File: src/sv/tpa_pkg.sv
// ----------------------------------------------------------------------------
// Triangle primitive assembler package
// Shared types, register indexes, mode codes and command codes.
// ----------------------------------------------------------------------------
package tpa_pkg;

  localparam int COORD_BITS_DEF = 16;
  localparam int FIELD_W        = 16;
  localparam int QUEUE_DEPTH    = 4;

  localparam logic [1:0] REG_PRIMITIVE_MODE  = 2'd0;
  localparam logic [1:0] REG_PRIMITIVE_COUNT = 2'd1;
  localparam logic [1:0] REG_VERTEX_COUNT    = 2'd2;

  localparam logic [2:0] MODE_TRI_LIST  = 3'd3;
  localparam logic [2:0] MODE_QUAD_LIST = 3'd4;
  localparam logic [2:0] MODE_TRI_STRIP = 3'd5;
  localparam logic [2:0] MODE_RESET     = MODE_TRI_LIST;

  localparam logic REQ_VERTEX = 1'b0;
  localparam logic REQ_HEADER = 1'b1;

  localparam logic OP_ONE_TRI = 1'b0;
  localparam logic OP_TWO_TRI = 1'b1;

  typedef struct packed {
    logic               req_type;
    logic signed [15:0] pos_x;
    logic signed [15:0] pos_y;
    logic signed [15:0] pos_z;
    logic        [15:0] strip_length;
  } in_item_t;

  typedef struct packed {
    logic signed [15:0] first_x;
    logic signed [15:0] first_y;
    logic signed [15:0] first_z;
    logic signed [15:0] second_x;
    logic signed [15:0] second_y;
    logic signed [15:0] second_z;
    logic signed [15:0] third_x;
    logic signed [15:0] third_y;
    logic signed [15:0] third_z;
    logic               last_of_run;
  } out_tri_t;

  typedef struct packed {
    logic we;
    logic [1:0] index;
    logic [15:0] data;
  } cfg_write_t;

endpackage

File: src/sv/triangle_primitive_assembler_core.sv
// ----------------------------------------------------------------------------
// Triangle primitive assembler core
// Builds triangles from a vertex stream in list, quad and strip modes.
// ----------------------------------------------------------------------------
// A triangle passes through the command queue and the result register, which holds it until pop.
// Throughput: one request per cycle while full is low; a quad's two triangles leave in turn from one command.
// The four-entry command queue sets how far the front and back may drift before full rises.
// Reset restores the register defaults and clears the mesh state and queues.
module triangle_primitive_assembler_core #(
  parameter int COORD_BITS = tpa_pkg::COORD_BITS_DEF
) (
  input  logic              clk,
  input  logic              rst,
  input  logic              cfg_we,
  input  logic [1:0]        cfg_index,
  input  logic [15:0]       cfg_data,
  input  logic              push,
  output logic              full,
  input  tpa_pkg::in_item_t item,
  output logic              empty,
  input  logic              pop,
  output tpa_pkg::out_tri_t result
);

  localparam int CMD_W = 12 * COORD_BITS + 1;

  tpa_pkg::cfg_write_t cfg;
  logic                take;
  logic                cmd_valid;
  logic [CMD_W-1:0]    cmd_in;
  logic [CMD_W-1:0]    cmd_out;
  logic                cmd_empty;
  logic                cmd_pop;

  assign cfg.we    = cfg_we;
  assign cfg.index = cfg_index;
  assign cfg.data  = cfg_data;
  assign take      = push && !full;

  tpa_front #(
    .COORD_BITS(COORD_BITS)
  ) u_front (
    .clk      (clk),
    .rst      (rst),
    .cfg      (cfg),
    .take     (take),
    .item     (item),
    .cmd_valid(cmd_valid),
    .cmd      (cmd_in)
  );

  tpa_queue #(
    .WIDTH(CMD_W),
    .DEPTH(tpa_pkg::QUEUE_DEPTH)
  ) u_queue (
    .clk    (clk),
    .rst    (rst),
    .wr_en  (cmd_valid),
    .wr_data(cmd_in),
    .full   (full),
    .rd_en  (cmd_pop),
    .rd_data(cmd_out),
    .empty  (cmd_empty)
  );

  tpa_back #(
    .COORD_BITS(COORD_BITS)
  ) u_back (
    .clk      (clk),
    .rst      (rst),
    .cmd_empty(cmd_empty),
    .cmd      (cmd_out),
    .cmd_pop  (cmd_pop),
    .empty    (empty),
    .pop      (pop),
    .result   (result)
  );

endmodule

File: src/sv/tpa_queue.sv
// ----------------------------------------------------------------------------
// Command queue
// Small first-in first-out buffer between the front and back parts.
// ----------------------------------------------------------------------------
module tpa_queue #(
  parameter int WIDTH = 8,
  parameter int DEPTH = tpa_pkg::QUEUE_DEPTH
) (
  input  logic             clk,
  input  logic             rst,
  input  logic             wr_en,
  input  logic [WIDTH-1:0] wr_data,
  output logic             full,
  input  logic             rd_en,
  output logic [WIDTH-1:0] rd_data,
  output logic             empty
);

  localparam int PTR_W = (DEPTH > 1) ? $clog2(DEPTH) : 1;
  localparam int CNT_W = $clog2(DEPTH + 1);

  logic [WIDTH-1:0] mem [DEPTH];
  logic [PTR_W-1:0] wr_ptr;
  logic [PTR_W-1:0] rd_ptr;
  logic [CNT_W-1:0] count;

  logic do_wr;
  logic do_rd;

  assign full    = (count == CNT_W'(DEPTH));
  assign empty   = (count == '0);
  assign do_wr   = wr_en && !full;
  assign do_rd   = rd_en && !empty;
  assign rd_data = mem[rd_ptr];

  always_ff @(posedge clk) begin
    if (rst) begin
      wr_ptr <= '0;
      rd_ptr <= '0;
      count  <= '0;
    end else begin
      if (do_wr) begin
        wr_ptr <= (wr_ptr == PTR_W'(DEPTH - 1)) ? '0 : wr_ptr + 1'b1;
      end
      if (do_rd) begin
        rd_ptr <= (rd_ptr == PTR_W'(DEPTH - 1)) ? '0 : rd_ptr + 1'b1;
      end
      if (do_wr && !do_rd) begin
        count <= count + 1'b1;
      end else if (do_rd && !do_wr) begin
        count <= count - 1'b1;
      end
    end
  end

  always_ff @(posedge clk) begin
    if (do_wr) begin
      mem[wr_ptr] <= wr_data;
    end
  end

endmodule

File: src/sv/tpa_front.sv
// ----------------------------------------------------------------------------
// Assembler front end
// Holds the configuration and the mesh state, classifies each request and
// queues a command for every request that completes one or two triangles.
// ----------------------------------------------------------------------------
module tpa_front #(
  parameter int COORD_BITS = tpa_pkg::COORD_BITS_DEF
) (
  input  logic                       clk,
  input  logic                       rst,
  input  tpa_pkg::cfg_write_t        cfg,
  input  logic                       take,
  input  tpa_pkg::in_item_t          item,
  output logic                       cmd_valid,
  output logic [12*COORD_BITS:0]     cmd
);

  localparam int VW = 3 * COORD_BITS;

  logic [2:0]    primitive_mode;
  logic [15:0]   primitive_count;
  logic [15:0]   vertex_count;

  logic [VW-1:0] older_vertex;
  logic [VW-1:0] middle_vertex;
  logic [VW-1:0] newest_vertex;
  logic [15:0]   position_in_primitive;
  logic [15:0]   strip_remaining;
  logic [15:0]   primitives_done;
  logic [15:0]   vertices_seen;

  logic [VW-1:0] older_vertex_next;
  logic [VW-1:0] middle_vertex_next;
  logic [VW-1:0] newest_vertex_next;
  logic [15:0]   position_in_primitive_next;
  logic [15:0]   strip_remaining_next;
  logic [15:0]   primitives_done_next;
  logic [15:0]   vertices_seen_next;

  logic [VW-1:0] vtx;
  logic          emit;
  logic          op;
  logic [VW-1:0] ca;
  logic [VW-1:0] cb;
  logic [VW-1:0] cc;
  logic [VW-1:0] cd;
  logic          room;
  logic          vertex_ok;

  assign vtx = {COORD_BITS'($unsigned(item.pos_z)),
                COORD_BITS'($unsigned(item.pos_y)),
                COORD_BITS'($unsigned(item.pos_x))};
  assign room      = (primitives_done < primitive_count);
  assign vertex_ok = (vertices_seen < vertex_count);

  always_comb begin
    older_vertex_next          = older_vertex;
    middle_vertex_next         = middle_vertex;
    newest_vertex_next         = newest_vertex;
    position_in_primitive_next = position_in_primitive;
    strip_remaining_next       = strip_remaining;
    primitives_done_next       = primitives_done;
    vertices_seen_next         = vertices_seen;
    emit = 1'b0;
    op   = tpa_pkg::OP_ONE_TRI;
    ca   = older_vertex;
    cb   = middle_vertex;
    cc   = vtx;
    cd   = vtx;
    if (item.req_type == tpa_pkg::REQ_HEADER) begin
      if (primitive_mode == tpa_pkg::MODE_TRI_STRIP && room) begin
        strip_remaining_next       = item.strip_length;
        position_in_primitive_next = '0;
        primitives_done_next       = primitives_done + 1'b1;
      end
    end else if (vertex_ok) begin
      case (primitive_mode)
        tpa_pkg::MODE_TRI_LIST, tpa_pkg::MODE_QUAD_LIST: begin
          if (room) begin
            vertices_seen_next = vertices_seen + 1'b1;
            if (position_in_primitive == 16'd0) begin
              older_vertex_next          = vtx;
              position_in_primitive_next = 16'd1;
            end else if (position_in_primitive == 16'd1) begin
              middle_vertex_next         = vtx;
              position_in_primitive_next = 16'd2;
            end else if (primitive_mode == tpa_pkg::MODE_TRI_LIST) begin
              newest_vertex_next         = vtx;
              position_in_primitive_next = '0;
              primitives_done_next       = primitives_done + 1'b1;
              emit = 1'b1;
            end else if (position_in_primitive == 16'd2) begin
              newest_vertex_next = vtx;
              if (vertices_seen_next >= vertex_count) begin
                position_in_primitive_next = '0;
                primitives_done_next       = primitives_done + 1'b1;
                emit = 1'b1;
              end else begin
                position_in_primitive_next = 16'd3;
              end
            end else begin
              position_in_primitive_next = '0;
              primitives_done_next       = primitives_done + 1'b1;
              emit = 1'b1;
              op   = tpa_pkg::OP_TWO_TRI;
              cc   = newest_vertex;
              cd   = vtx;
            end
          end
        end
        tpa_pkg::MODE_TRI_STRIP: begin
          if (strip_remaining != '0) begin
            strip_remaining_next = strip_remaining - 1'b1;
            vertices_seen_next   = vertices_seen + 1'b1;
            older_vertex_next    = middle_vertex;
            middle_vertex_next   = newest_vertex;
            newest_vertex_next   = vtx;
            if (position_in_primitive != 16'hFFFF) begin
              position_in_primitive_next = position_in_primitive + 1'b1;
            end
            if (position_in_primitive >= 16'd2) begin
              emit = 1'b1;
              if (position_in_primitive[0]) begin
                ca = newest_vertex;
                cb = middle_vertex;
              end else begin
                ca = middle_vertex;
                cb = newest_vertex;
              end
            end
          end
        end
        default: begin
        end
      endcase
    end
  end

  assign cmd_valid = take && emit;
  assign cmd       = {op, cd, cc, cb, ca};

  always_ff @(posedge clk) begin
    if (rst) begin
      primitive_mode        <= tpa_pkg::MODE_RESET;
      primitive_count       <= '0;
      vertex_count          <= '0;
      older_vertex          <= '0;
      middle_vertex         <= '0;
      newest_vertex         <= '0;
      position_in_primitive <= '0;
      strip_remaining       <= '0;
      primitives_done       <= '0;
      vertices_seen         <= '0;
    end else begin
      if (cfg.we) begin
        case (cfg.index)
          tpa_pkg::REG_PRIMITIVE_MODE:  primitive_mode  <= cfg.data[2:0];
          tpa_pkg::REG_PRIMITIVE_COUNT: primitive_count <= cfg.data;
          tpa_pkg::REG_VERTEX_COUNT:    vertex_count    <= cfg.data;
          default: begin
          end
        endcase
      end
      if (take) begin
        older_vertex          <= older_vertex_next;
        middle_vertex         <= middle_vertex_next;
        newest_vertex         <= newest_vertex_next;
        position_in_primitive <= position_in_primitive_next;
        strip_remaining       <= strip_remaining_next;
        primitives_done       <= primitives_done_next;
        vertices_seen         <= vertices_seen_next;
      end
    end
  end

endmodule

File: src/sv/tpa_back.sv
// ----------------------------------------------------------------------------
// Assembler back end
// Expands queued commands into triangles and holds the waiting result.
// ----------------------------------------------------------------------------
module tpa_back #(
  parameter int COORD_BITS = tpa_pkg::COORD_BITS_DEF
) (
  input  logic                   clk,
  input  logic                   rst,
  input  logic                   cmd_empty,
  input  logic [12*COORD_BITS:0] cmd,
  output logic                   cmd_pop,
  output logic                   empty,
  input  logic                   pop,
  output tpa_pkg::out_tri_t      result
);

  localparam int CB = COORD_BITS;
  localparam int VW = 3 * CB;

  logic          out_valid;
  logic          phase;
  logic          load;
  logic          op;
  logic [VW-1:0] ca;
  logic [VW-1:0] cb;
  logic [VW-1:0] cc;
  logic [VW-1:0] cd;
  logic [VW-1:0] v1;
  logic [VW-1:0] v2;
  logic          first_half;

  assign ca = cmd[VW-1:0];
  assign cb = cmd[2*VW-1:VW];
  assign cc = cmd[3*VW-1:2*VW];
  assign cd = cmd[4*VW-1:3*VW];
  assign op = cmd[4*VW];

  assign first_half = (op == tpa_pkg::OP_TWO_TRI) && !phase;
  assign v1         = phase ? cc : cb;
  assign v2         = phase ? cd : cc;
  assign load       = (!out_valid || pop) && !cmd_empty;
  assign cmd_pop    = load && !first_half;
  assign empty      = !out_valid;

  always_ff @(posedge clk) begin
    if (rst) begin
      out_valid <= 1'b0;
      phase     <= 1'b0;
    end else begin
      if (load) begin
        out_valid <= 1'b1;
        phase     <= first_half;
      end else if (pop) begin
        out_valid <= 1'b0;
      end
    end
  end

  always_ff @(posedge clk) begin
    if (load) begin
      result.first_x     <= tpa_pkg::FIELD_W'(ca[CB-1:0]);
      result.first_y     <= tpa_pkg::FIELD_W'(ca[2*CB-1:CB]);
      result.first_z     <= tpa_pkg::FIELD_W'(ca[3*CB-1:2*CB]);
      result.second_x    <= tpa_pkg::FIELD_W'(v1[CB-1:0]);
      result.second_y    <= tpa_pkg::FIELD_W'(v1[2*CB-1:CB]);
      result.second_z    <= tpa_pkg::FIELD_W'(v1[3*CB-1:2*CB]);
      result.third_x     <= tpa_pkg::FIELD_W'(v2[CB-1:0]);
      result.third_y     <= tpa_pkg::FIELD_W'(v2[2*CB-1:CB]);
      result.third_z     <= tpa_pkg::FIELD_W'(v2[3*CB-1:2*CB]);
      result.last_of_run <= !first_half;
    end
  end

endmodule
File: config.mk
export PLATFORM = sky130hd
export DESIGN_NAME = triangle_primitive_assembler_core
export DESIGN_NICKNAME = d
export VERILOG_FILES = /design/src/sv/tpa_pkg.sv /design/src/sv/triangle_primitive_assembler_core.sv /design/src/sv/tpa_queue.sv /design/src/sv/tpa_front.sv /design/src/sv/tpa_back.sv
export SDC_FILE = /design/constraint.sdc
export NUM_CORES = 2
export LEC_CHECK = 0
export ABC_CLOCK_PERIOD_IN_PS = 14000
export BUFFER_PORTS_ARGS = -buffer_cell sky130_fd_sc_hd__buf_2
export CORE_ASPECT_RATIO = 1.5
export CORE_UTILIZATION = 55
export DETAILED_ROUTE_END_ITERATION = 12
export GPL_ROUTABILITY_DRIVEN = 1
export PLACE_DENSITY = 0.81
export SYNTH_ARGS = -nofsm -noshare
export SYNTH_HDL_FRONTEND = slang
export SYNTH_SLANG_ARGS = --single-unit
File: constraint.sdc
create_clock -name clk -period 14 [get_ports clk]
set_clock_uncertainty 0.1 [all_clocks]
set_input_delay 1.4 -clock clk [delete_from_list [all_inputs] [get_ports clk]]
set_output_delay 1.4 -clock clk [all_outputs]
set_load 0.01 [all_outputs]
==> flow_summary.yaml <==
sta:
  slew-limit-headroom_pct: 17.7
  setup_viol: 0
  max_freq_mhz: 140
  tightestPinTransition_ns: 1.23
  finalHoldViolCount: 0
  fin_crit_ns: 7.14
  tns_ns: 0
  period_share_pct: 51.0
  drv_slew: 0
  rsz0062_at_grt: "no"
  postLayoutSetupSlackWorst_ns: 6.86
setup_path:
  rrSetupSlack_ns: 6.86
  cp-startpoint: "u_front.vertices_seen[2]$_SDFFE_PP0P_"
  worst_ep_arrival_time_ns: 7.33
  crit_required_ns: 14.19
  r2r-start: "u_front.vertices_seen[2]$_SDFFE_PP0P_"
  reg2reg_to: "u_queue.mem[0][177]$_DFFE_PP_"
  critPathCaptureType: "register"
  worst_setup_path_start_kind: "register"
  rr_worst_depth: 15
  criticalPathCategory: "register to register"
  crit_path_end: "u_queue.mem[0][177]$_DFFE_PP_"
  cp_max_fo: 73
grt:
  grt-ovfl-total: 0
  track_usage_pct: 23.6
  grt_antenna_before_repair: 9
  grt_pass1_vias: 27700
  grt_pass1_wl_um: 160000
  grt_max_degree: 169
die:
  num_rows: 132
  coreArea_sq_um: 86400
  die_area_sq_um: 88500
  die_x_um: 243
  io_pins: 235
  die_h_um: 364
  initial_core_util_pct: 55.6
synthesis:
  synthArstFlopShare_pct: 0
  avgSynthCellArea_sq_um: 15.8
  syn-cell-area_sq_um: 48000
  synth-edff-count: 917
  synth_nets: 3193
  synthCells: 3044
  seq_area_frac_synth_pct: 68.0
  ys_ff_latch: 1171
  synth-main-ff-cell: "edfxtp_1"
  ys_types: 81
  yosys_warnings: 0
power_and_ir_drop:
  comb_power_share_pct: 11.0
  pwr-share-seq_pct: 51.6
  power_uw: 7870
  p_sw_share_pct: 23.8
  internal_power_uw: 6000
  p_leak_uw: 0.0175
  p_sw_uw: 1870
  power_density_nw_per_um2: 146
  p_clk_share_pct: 37.4
  peakVddDrop_v: 0.000103
clocking:
  cts_tree: "yes"
  clock_latency_ns: 0.71
  cts_root_buf: "clkbuf_16"
  clkTransAtPathRegs_ns: 0.06
  postCtsSetupRepairBufs: 0
  cts_resized: 0
  cts.htree.levels: 3
  clock_path_buffers: 3
  cts-hold-fix-buffers: 0
  cts_sinks: 1171
  numCtsBuffers: 103
placement:
  dp_slack_ns: 6.85
  place_congestion: 0.835
  portBuffers: 234
  place_area_sq_um: 50200
  dp_hpwl_um: 58600
route:
  ant_nets: 0
  wl_per_cell_um: 23.3
  dr.pass1.iters: 5
  routed_wirelength_um: 104000
  vias_per_cell: 6.12
  via_count: 27300
  drtIter0Drc: 2218
  drc_errors: 0
outcome:
  outcome: "complete, no violations"
layout:
  area_growth_pct: 11.9
  drive_gt1_share_pct: 25.8
  finalNetCount: 3382
  num_antenna_cells: 0
  fillers: 6045
  fin_area_sq_um: 53700
  final_util_pct: 62.2
min_path:
  hold_class: "register to register"
flow_run:
  maxCapViolations: 0
through the flow:
| stage | hold WS (ns) | instances |
|---|---|---|
| 2_1_floorplan | 0.332 | 3044 |
| 6_report | 0.354 | 4461 |
| 3_5_place_dp | 0.348 | 4267 |
| 4_1_cts | 0.357 | 4461 |
| 3_3_place_gp | 0.343 | 4267 |
| 5_1_grt | 0.374 | 4461 |
cell families (layout without fill, tap and decap cells):
logic type                 after synthesis  count (layout)  share of synthesized area (%)
DFF                                   1171            1171                           68.0
AOI/OAI and AO/OA                      463             463                           6.21
xor gates and xnor gates                30              30                          0.547
adders and majority gates               61              61                           1.61
muxes                                  490             490                           15.8
and+or+nand+nor                        595             595                           5.88
buffers and inverters                  234             512                           2.04
sequential cells by signal, summed over array words and instances (netlist names), named ones only:
register	count
u_front.position_in_primitive	16
u_back.phase	1
u_front.vertex_count	16
u_front.middle_vertex	48
u_queue.count	3
u_front.primitive_count	16
u_queue.rd_ptr	2
u_queue.mem	772
u_front.primitive_mode	3
u_queue.wr_ptr	2
u_front.newest_vertex	48
u_front.primitives_done	16
u_front.vertices_seen	16
u_front.strip_remaining	16
u_back.result	145
u_front.older_vertex	48
u_back.out_valid	1
layer usage:
layer | global-route usage, % | up-vias | share of wire [%]
li1 | - | 12200 | -
met1 | 29.9 | 13900 | 39
met2 | 41.4 | 1039 | 52
met3 | 3.53 | 169 | 6.4
met4 | 7.81 | 12 | 2.6
met5 | 0 | - | 0.064
layout make-up:
type / count / area, sq um / share of cell area [%]
Clock buffer: 131 / 2820 / 5.25
Inverter: 55 / 206 / 0.384
Clock inverter: 63 / 707 / 1.32
Multi-Input combinational cell: 1639 / 14500 / 26.9
Timing Repair Buffer: 263 / 1460 / 2.72
Sequential cell: 1171 / 32600 / 60.7
Tap cell: 1139 / 1430 / 2.65
how the worst min path moves through the flow:
stage,startpoint,endpoint,depth (start not counted)
after global placement,u_front.vertex_count[2]$_SDFFE_PP0P_,u_front.vertex_count[2]$_SDFFE_PP0P_,2
after detailed placement,u_front.vertex_count[1]$_SDFFE_PP0P_,u_front.vertex_count[1]$_SDFFE_PP0P_,2
final,u_front.vertex_count[2]$_SDFFE_PP0P_,u_front.vertex_count[2]$_SDFFE_PP0P_,2
after CTS,u_front.vertex_count[1]$_SDFFE_PP0P_,u_front.vertex_count[1]$_SDFFE_PP0P_,2
after global routing,u_front.vertex_count[4]$_SDFFE_PP0P_,u_front.vertex_count[4]$_SDFFE_PP0P_,2
after floorplan,u_front.primitive_count[0]$_SDFFE_PP0P_,u_front.primitive_count[0]$_SDFFE_PP0P_,2
cells in the final DEF, fill, tap and decap left out, types with 8 or more instances in the layout:
cell         n
nand4_1     23
mux4_2     193
nand2_1    112
mux2_2     185
clkbuf_16  107
and3_1      11
mux2i_1    103
inv_1       55
clkbuf_1    17
a31oi_1      8
nor4_1      22
ha_1        60
buf_2      233
xnor2_1     23
nor2_1     268
a211oi_1    98
and2_1      51
o21ai_0     31
buf_4       24
dfxtp_1    250
o311ai_0    10
nand3_1     21
mux2_1       9
a211oi_2     9
clkinv_2    21
clkinv_1    10
or3_1       12
nor3_1      18
o31ai_1     16
a21oi_1    224
edfxtp_1   917
bufinv_16   12
critical path, stage by stage (launching register included):
cell and delay [ns]:
dfxtp_1 0.44, nand3_1 0.24, nor4_1 0.58, nand3_1 0.26, nor2_1 0.20, nand3_1 0.16
xnor2_1 0.16, ha_1 0.30, nand4_1 0.13, nor4_1 0.30, a22oi_1 0.13, and4_1 0.26
o21ai_0 0.52, and3_4 0.98, buf_4 0.84, buf_4 0.98
Yosys cell counts, types with 19 or more instances:
master,n,area [sq um]
nor2_1,269,1010
ha_1,60,751
nand2_1,113,424
inv_1,55,206
buf_2,32,160
mux2_2,185,2080
nor4_1,22,138
mux2i_1,103,1030
buf_1,27,101
nand4_1,23,144
o21ai_0,31,155
clkbuf_1,106,398
nand3_1,21,105
mux4_2,193,4350
xnor2_1,23,201
and2_1,52,325
a211oi_1,98,736
dfxtp_1,254,5080
edfxtp_1,917,27500
nor3_1,19,95.1
a21oi_1,224,1120
power groups by stage:
stage | clock network [uW] | registers (uW) | logic [uW]
6_report | 2940 | 4060 | 866
5_1_grt | 3120 | 4080 | 932
4_1_cts | 2990 | 4070 | 879
3_5_place_dp | 0 | 4140 | 869
3_3_place_gp | 0 | 4130 | 859
2_1_floorplan | 0 | 4200 | 517
(Power assumes the default switching activity.)
